### src/pli_pkg.sv
// Shared types and constants for the piecewise linear interpolator.
// No dependencies.
`timescale 1ns / 1ps
`default_nettype none
package pli_pkg;
  localparam int unsigned MaxPointsDefault = 256;
  localparam int unsigned FracBitsDefault  = 16;

  typedef enum logic [1:0] {
    FUNC_CLEAR  = 2'd0,
    FUNC_APPEND = 2'd1,
    FUNC_QUERY  = 2'd2,
    FUNC_NONE   = 2'd3
  } func_e;

  typedef enum logic [1:0] {
    ST_OK    = 2'd0,
    ST_FEW   = 2'd1,
    ST_ZERO  = 2'd2,
    ST_SAT   = 2'd3
  } status_e;

  // controller to datapath
  typedef struct packed {
    logic clear;      // reset point count
    logic append;     // write input point
    logic load_q;     // capture query, start scan
    logic scan_rd;    // issue read at scan index
    logic scan_upd;   // compare returned entry
    logic rd_n;       // read nearest entry
    logic sel_seg;    // compute segment ends
    logic rd_lo;      // read low segment end
    logic rd_hi;      // read high segment end
    logic prep;       // form operands
    logic mul;        // multiply step
    logic div_start;  // start divider
    logic div_step;   // one quotient bit
    logic finish;     // form result
  } cmd_t;

  // datapath to controller
  typedef struct packed {
    logic scan_last;  // last scan read issued
    logic few;        // fewer than two points
    logic dx_zero;    // zero-width segment
    logic div_done;   // divider finished
    logic mul_done;   // multiplier finished
  } sts_t;
endpackage
`default_nettype wire

### src/pli_ctrl.sv
// Controller state machine sequencing scan, segment reads, multiply and divide.
// Depends on pli_pkg.
`timescale 1ns / 1ps
`default_nettype none
module pli_ctrl import pli_pkg::*; (
  input  wire logic       clk_i,
  input  wire logic       rst_ni,
  input  wire logic       in_valid_i,
  output logic            in_ready_o,
  input  wire logic [1:0] func_i,
  output logic            out_valid_o,
  input  wire logic       out_ready_i,
  output cmd_t            cmd_o,
  input  wire sts_t       sts_i
);
  typedef enum logic [11:0] {
    S_IDLE  = 12'b000000000001,
    S_SCAN  = 12'b000000000010,
    S_DRAIN = 12'b000000000100,
    S_RDN   = 12'b000000001000,
    S_SEL   = 12'b000000010000,
    S_RDLO  = 12'b000000100000,
    S_RDHI  = 12'b000001000000,
    S_PREP  = 12'b000010000000,
    S_MUL   = 12'b000100000000,
    S_DIV   = 12'b001000000000,
    S_FIN   = 12'b010000000000,
    S_OUT   = 12'b100000000000
  } state_e;

  state_e state_q, state_d;
  logic acc;
  logic out_busy;
  logic scan_prev_q;  // a scan read was issued last cycle
  assign out_busy   = out_valid_o && !out_ready_i;
  assign in_ready_o = (state_q == S_IDLE) && !out_busy;
  assign acc = in_valid_i && in_ready_o;

  always_ff @(posedge clk_i or negedge rst_ni) begin
    if (!rst_ni) begin
      state_q <= S_IDLE;
      out_valid_o <= 1'b0;
      scan_prev_q <= 1'b0;
    end else begin
      state_q <= state_d;
      scan_prev_q <= (state_q == S_SCAN);
      if (state_q == S_FIN) out_valid_o <= 1'b1;
      else if (out_ready_i) out_valid_o <= 1'b0;
    end
  end

  // next state and commands
  always_comb begin
    state_d = state_q;
    cmd_o = '0;
    unique case (state_q)
      S_IDLE: begin
        if (acc) begin
          unique case (func_e'(func_i))
            FUNC_CLEAR:  cmd_o.clear = 1'b1;
            FUNC_APPEND: cmd_o.append = 1'b1;
            FUNC_QUERY: begin
              cmd_o.load_q = 1'b1;
              state_d = S_SCAN;
            end
            default: ;
          endcase
        end
      end
      S_SCAN: begin
        // compare the entry read last cycle while issuing the next read
        cmd_o.scan_upd = scan_prev_q;
        cmd_o.scan_rd = 1'b1;
        if (sts_i.scan_last) state_d = S_DRAIN;
      end
      S_DRAIN: begin
        cmd_o.scan_upd = 1'b1;
        state_d = sts_i.few ? S_FIN : S_RDN;
      end
      S_RDN: begin
        cmd_o.rd_n = 1'b1;
        state_d = S_SEL;
      end
      S_SEL: begin
        cmd_o.sel_seg = 1'b1;
        state_d = S_RDLO;
      end
      S_RDLO: begin
        cmd_o.rd_lo = 1'b1;
        state_d = S_RDHI;
      end
      S_RDHI: begin
        cmd_o.rd_hi = 1'b1;
        state_d = S_PREP;
      end
      S_PREP: begin
        cmd_o.prep = 1'b1;
        state_d = S_MUL;
      end
      S_MUL: begin
        if (sts_i.mul_done) begin
          cmd_o.div_start = 1'b1;
          state_d = sts_i.dx_zero ? S_FIN : S_DIV;
        end else begin
          cmd_o.mul = 1'b1;
        end
      end
      S_DIV: begin
        if (sts_i.div_done) state_d = S_FIN;
        else cmd_o.div_step = 1'b1;
      end
      S_FIN: begin
        cmd_o.finish = 1'b1;
        state_d = S_OUT;
      end
      S_OUT: begin
        state_d = S_IDLE;
      end
      default: state_d = S_IDLE;
    endcase
  end
endmodule
`default_nettype wire

### config.mk
export PLATFORM = sky130hd
export DESIGN_NAME = pli_ctrl
export DESIGN_NICKNAME = d
export VERILOG_FILES = /design/src/pli_pkg.sv /design/src/pli_ctrl.sv
export SDC_FILE = /design/constraint.sdc
export NUM_CORES = 1
export LEC_CHECK = 0
export CORE_ASPECT_RATIO = 1.2
export CORE_MARGIN = 3
export CORE_UTILIZATION = 50
export DETAILED_ROUTE_END_ITERATION = 10
export DONT_BUFFER_PORTS = 1
export MAX_ROUTING_LAYER = met4
export PLACE_DENSITY = 0.68
export SYNTH_ARGS = -nofsm -noshare
export SYNTH_HDL_FRONTEND = slang
export SYNTH_SLANG_ARGS = --single-unit
### constraint.sdc
create_clock -name clk_i -period 1.9 [get_ports clk_i]
set_input_delay 0.38 -clock clk_i [delete_from_list [all_inputs] [get_ports clk_i]]
set_output_delay 0.38 -clock clk_i [all_outputs]
set_load 0.02 [all_outputs]
After elaboration in Yosys (flattened, before gate mapping). Cells that the tools add are included.

Equal/unequal tests: 18. Multiplexer cells: 28. Reductions and logical operators: 8.

Operator list (number): $pmux W12 S11 (1); $mux W12 (5); $mux W11 (2); $mux W1 (16); $eq A12 B1 Y1 const B (1); $eq A12 B10 Y1 const B (1); $eq A12 B11 Y1 const B (1); $eq A12 B2 Y1 const B (1); $eq A12 B3 Y1 const B (1); $eq A12 B4 Y1 const B (1); $eq A12 B5 Y1 const B (1); $eq A12 B6 Y1 const B (1); $eq A12 B7 Y1 const B (1); $eq A12 B8 Y1 const B (1); $eq A12 B9 Y1 const B (1); $ne A2 B2 Y1 const B (4); $mux W3 (2); $reduce_and A5 Y1 (1); $logic_and A1 B1 Y1 (3); $eq A2 B1 Y1 const B (1); $eq A2 B2 Y1 const B (1); $logic_not A1 Y1 (2); $logic_not A2 Y1 (1); $mux W2 (1); other kinds (3) (3).

Register bits after elaboration: 14.

Depth between registers and ports, before layout.
Depth after elaboration: 7. Gate-level depth with buffers: 6.

Least setup slack after synthesis. Ideal clock, no wire load.

Path kind: register to output. Start point: register state_q[9]. End point: output port cmd_o[13] in the netlist's numbering. Data arrival time: 2168 ps. Slack: -648 ps. Cell stages (with the launch flop): 5. Path through: dfrtp_1 -> nor4_2 -> nand4_1 -> nor2b_1 -> nor4bb_1.

RTL lines: from (decl) (RTL line pli_ctrl.sv:31) `state_e state_q, state_d;`; from (signal assigned) (RTL line pli_ctrl.sv:45) `state_q <= state_d;`; to (decl) (RTL line pli_ctrl.sv:13) `output cmd_t cmd_o,`.

==> impl_summary.txt <==
----------------------------------------------------
[CTS]
  Max clock buf depth ... 2
  Cell at the root of the clock tree ... clkbuf_4
  TritonCTS Buffers ... 3
  Insertion delay to the later sink of the worst-skew pair ... 0.29 ns
  H-tree depth ... 1
  TritonCTS clock tree ... built
  Clock transition at the registers of the reported paths ... roughly 0.09 ns
  Number of sinks driven by the clock tree ... 14

[Critical path]
  Crit Reg-Reg Endpoint ... state_q[0]$_DFFE_PN1P_
  Slowest cell on crit path ... or4_4
  Register-to-Register Setup Slack ... -0.07 ns
  Cells on worst reg2reg path ... 6
  Type of the worst setup path ... reg2out
  Req. time, crit path ... around 1.5 ns
  Longest individual stage delay on the worst path ... around 0.61 ns
  Start of the worst register-to-register path ... state_q[0]$_DFFE_PN1P_
  Maximum fanout along the worst path ... 3
  Critical-path cell list ... or4_4 -> nor2_4 -> and4b_2 -> a21o_1
  Kind of end point of the critical path ... output pin
  Arrival time worst endpoint ... just under 2 ns
  Family with the most delay on the worst path ... simple AND/OR/NAND/NOR gates
  Number of buffers and inverters on the critical path ... 0
  Sort of element at the start of the critical path ... flop

[Min path]
  HP Class ... in2reg
  Number of instances on the worst hold path ... 1
  Hold endpoint ... state_q[3]$_DFFE_PN0P_
  Launch instance of the worst min-delay path ... sts_i[3]

[Power and ir drop]
  Portion of total power attributed to the clock network ... between 10 and 15%
  Fraction of power spent switching nets ... between 30% and 40%
  Sequential share of power ... around 23%
  Comb power frac ... a little over three fifths
  Static power due to leakage ... roughly 0.76 nW
  Internal ... 0.978 mW
  Power density relative to cell area ... slightly above 1000 nW/µm²
  Net switching power ... roughly 0.63 mW
  Largest voltage drop on the vdd net ... 0.000991 V
  Tot Pwr ... 1.61 mW

[Synth]
  Flops & latches, synth ... 14
  Post-synthesis net count ... 110
  Commonest cells in the synthesized netlist ... dfrtp_1 (13), nor2_1 (7), nor3_1 (7), and4_1 (4), nor3b_1 (4)
  Post-synthesis async set-or-reset flop share ... 100%
  Sequential area share after synthesis ... about 36%
  Share of the synthesized area in the top cell type ... roughly 34%
  Post-synth top flop ... dfrtp_1
  Post-synth top area cell ... dfrtp_1
  YS warnings ... 0
  Most numerous cell in the Yosys netlist ... dfrtp_1
  Netlist area before placement ... 970 µm²
  Count of mapped cells out of synthesis ... 99
  Mean instance size in the synthesized netlist ... 9.79 µm²
  Area contributors post-synth ... dfrtp_1 (34%), and4_1 (3.6%), nor3_1 (3.6%), nor3b_1 (3.1%), nor4b_2 (3.1%)
  EDFF count, synth ... 0
  Number of distinct library cells after synthesis ... 47

[Floorplanning]
  Total number of placement rows ... 16
  Initial standard-cell utilization of the core ... a little under three fifths
  Total I/O pin count ... 27
  Die Ht ... 54.2 µm
  Placeable core region ... 1720 µm²
  DIE AREA ... between 2000 and 3000 µm²
  Horizontal extent of the die ... roughly 46 µm

[Run status]
  Run status ... finished, violations left
  Violations in the final reports ... negative setup slack

[Timing]
  Highest Clock Rate ... about 430 MHz
  Total setup violations reported at the end of the flow ... 16
  Worst Max-Slew Pin Slew ... 0.675 ns
  Worst slew margin relative to its limit ... approximately 55%
  Final clock period utilization by the worst path ... 123%
  Fin Clk Skew ... 0.00269 ns
  Total Negative Setup Slacks ... -5.10 ns
  Max-slew violations ... 0
  Fin worst setup slack ... -0.445 ns
  WHS ... around 0.14 ns
  Post-route minimum period ... ~2.3 ns
  Total count of hold-check failures in the final report ... 0
  Unrepaired setup endpoints after global routing ... yes

[Drt]
  ANT nets after route ... 0
  Drt wl/cell ... approximately 21 µm
  Total DRC errors in the routed layout ... 0
  Via count ... around 1100
  Number of DRC markers in iteration 0 ... between 40 and 50
  Drt pass-1 iters ... 4
  Vias per Instance ... about 6.4
  Final WL ... ~3.5 mm

[Final layout]
  Final #Nets ... 159
  Final cell count without fillers ... 165
  Number of fillers in the final layout ... 63
  # diodes ... 0
  Final instance area ... 1590 µm²
  Final core utilization ... around 92%
  Share of cells above drive strength 1 ... between 60% and 70%
  Area added between synthesis and finish ... 63.5%

[Place]
  HPWL after DPL ... about 2.1 mm
  Placed Area ... 1280 µm²
  I/O Buffers ... 0
  Worst slack, placed ... -0.165 ns
  GP Congestion ... between 0.9 and 1
  Placed cell count ... around 150

[GRT]
  Wire length of the first global-routing pass ... roughly 4.3 mm
  Number of antenna violations at the first check in global routing ... 0
  Global-route usage over all layers ... 24.4%
  Largest net degree at the start of global routing ... 15
  Residual overflow from global routing ... 0
  Via count of the first global-routing pass ... 960

[Job]
  Number of maximum-capacitance constraint violations ... 0

----------------------------------------------------
registers in the layout (all words and copies together) (netlist names):
| signal | cells |
|---|---|
| state_q | 12 |
| scan_prev_q | 1 |
| out_valid_o | 1 |
area by class of cell:
type                       instances  area, µm²  area share [%]
tap                               18       22.5            1.42
sequential                        14        354            22.3
multi-input combinational         80        772            48.7
clock buffer                       4       36.3            2.29
timing repair buffer              47        393            24.8
inverter                           2       7.51           0.474
power by group through the flow:
stage                     logic (mW)  clock network [mW]  registers (mW)
after floorplan                0.481                   0           0.346
after global placement         0.698                   0           0.363
after detailed placement       0.717                   0           0.364
after CTS                      0.802               0.222           0.358
after global routing            1.07               0.240           0.368
final                           1.02               0.230           0.362
kinds of logic after synthesis:
| family | after synthesis | synth area share [%] |
|---|---|---|
| buf+inv | 5 | 3.23 |
| mux | 1 | 1.16 |
| xor+xnor | 3 | 2.71 |
| flops | 14 | 36.3 |
| compound gates | 16 | 11.6 |
| simple gates | 60 | 45.0 |
layer usage:
layer / vias to the layer above / wire, µm / track usage (%)
met5: - / 0 / -
met3: 6 / 262 / 3.95
met4: 0 / 41 / 6.64
met1: 534 / 1350 / 29.1
li1: 469 / - / -
met2: 55 / 1870 / 42.0
how the worst max path moves through the flow:
stage | startpoint | to | depth (start not counted)
2_1_floorplan | state_q[4]$_DFFE_PN0P_ | cmd_o[9] | 4
3_3_place_gp | state_q[4]$_DFFE_PN0P_ | cmd_o[13] | 6
3_5_place_dp | state_q[4]$_DFFE_PN0P_ | cmd_o[13] | 6
4_1_cts | state_q[5]$_DFFE_PN0P_ | cmd_o[13] | 6
5_1_grt | state_q[5]$_DFFE_PN0P_ | cmd_o[13] | 6
6_report | state_q[4]$_DFFE_PN0P_ | cmd_o[9] | 4
timing repair:
| action | 4_1_cts | 5_1_grt |
|---|---|---|
| buffers inserted | 6 | 8 |
| gates resized for setup | 11 | 25 |
| endpoints found under the hold margin | 14 | 0 |
| pin swaps | 6 | 14 |
| hold buffers | 1 | 0 |
| setup endpoints to repair | 17 | 18 |
cells in the final DEF (no fill, tap or decap), types with 2 or more instances in the layout:
cell       n
nand2b_1   2
and4_1     2
dfrtp_1   11
nor3_2     2
nand2_1    3
nor3_1     4
and4_4     2
nand2_4    2
or4_4      3
nor3_4     2
nand3_1    2
nor4_2     2
inv_1      2
buf_6     10
o21ai_0    3
or2b_1     3
and4b_2    2
buf_4     36
o211ai_1   2
clkbuf_4   3
xor2_1     2
nor2_4     5
and3_1     2
dfrtp_2    2
nor3b_2    3
o21a_1     3
nor3b_1    2
nor2_1     5
Note: power is estimated with default switching activity, not from simulation.
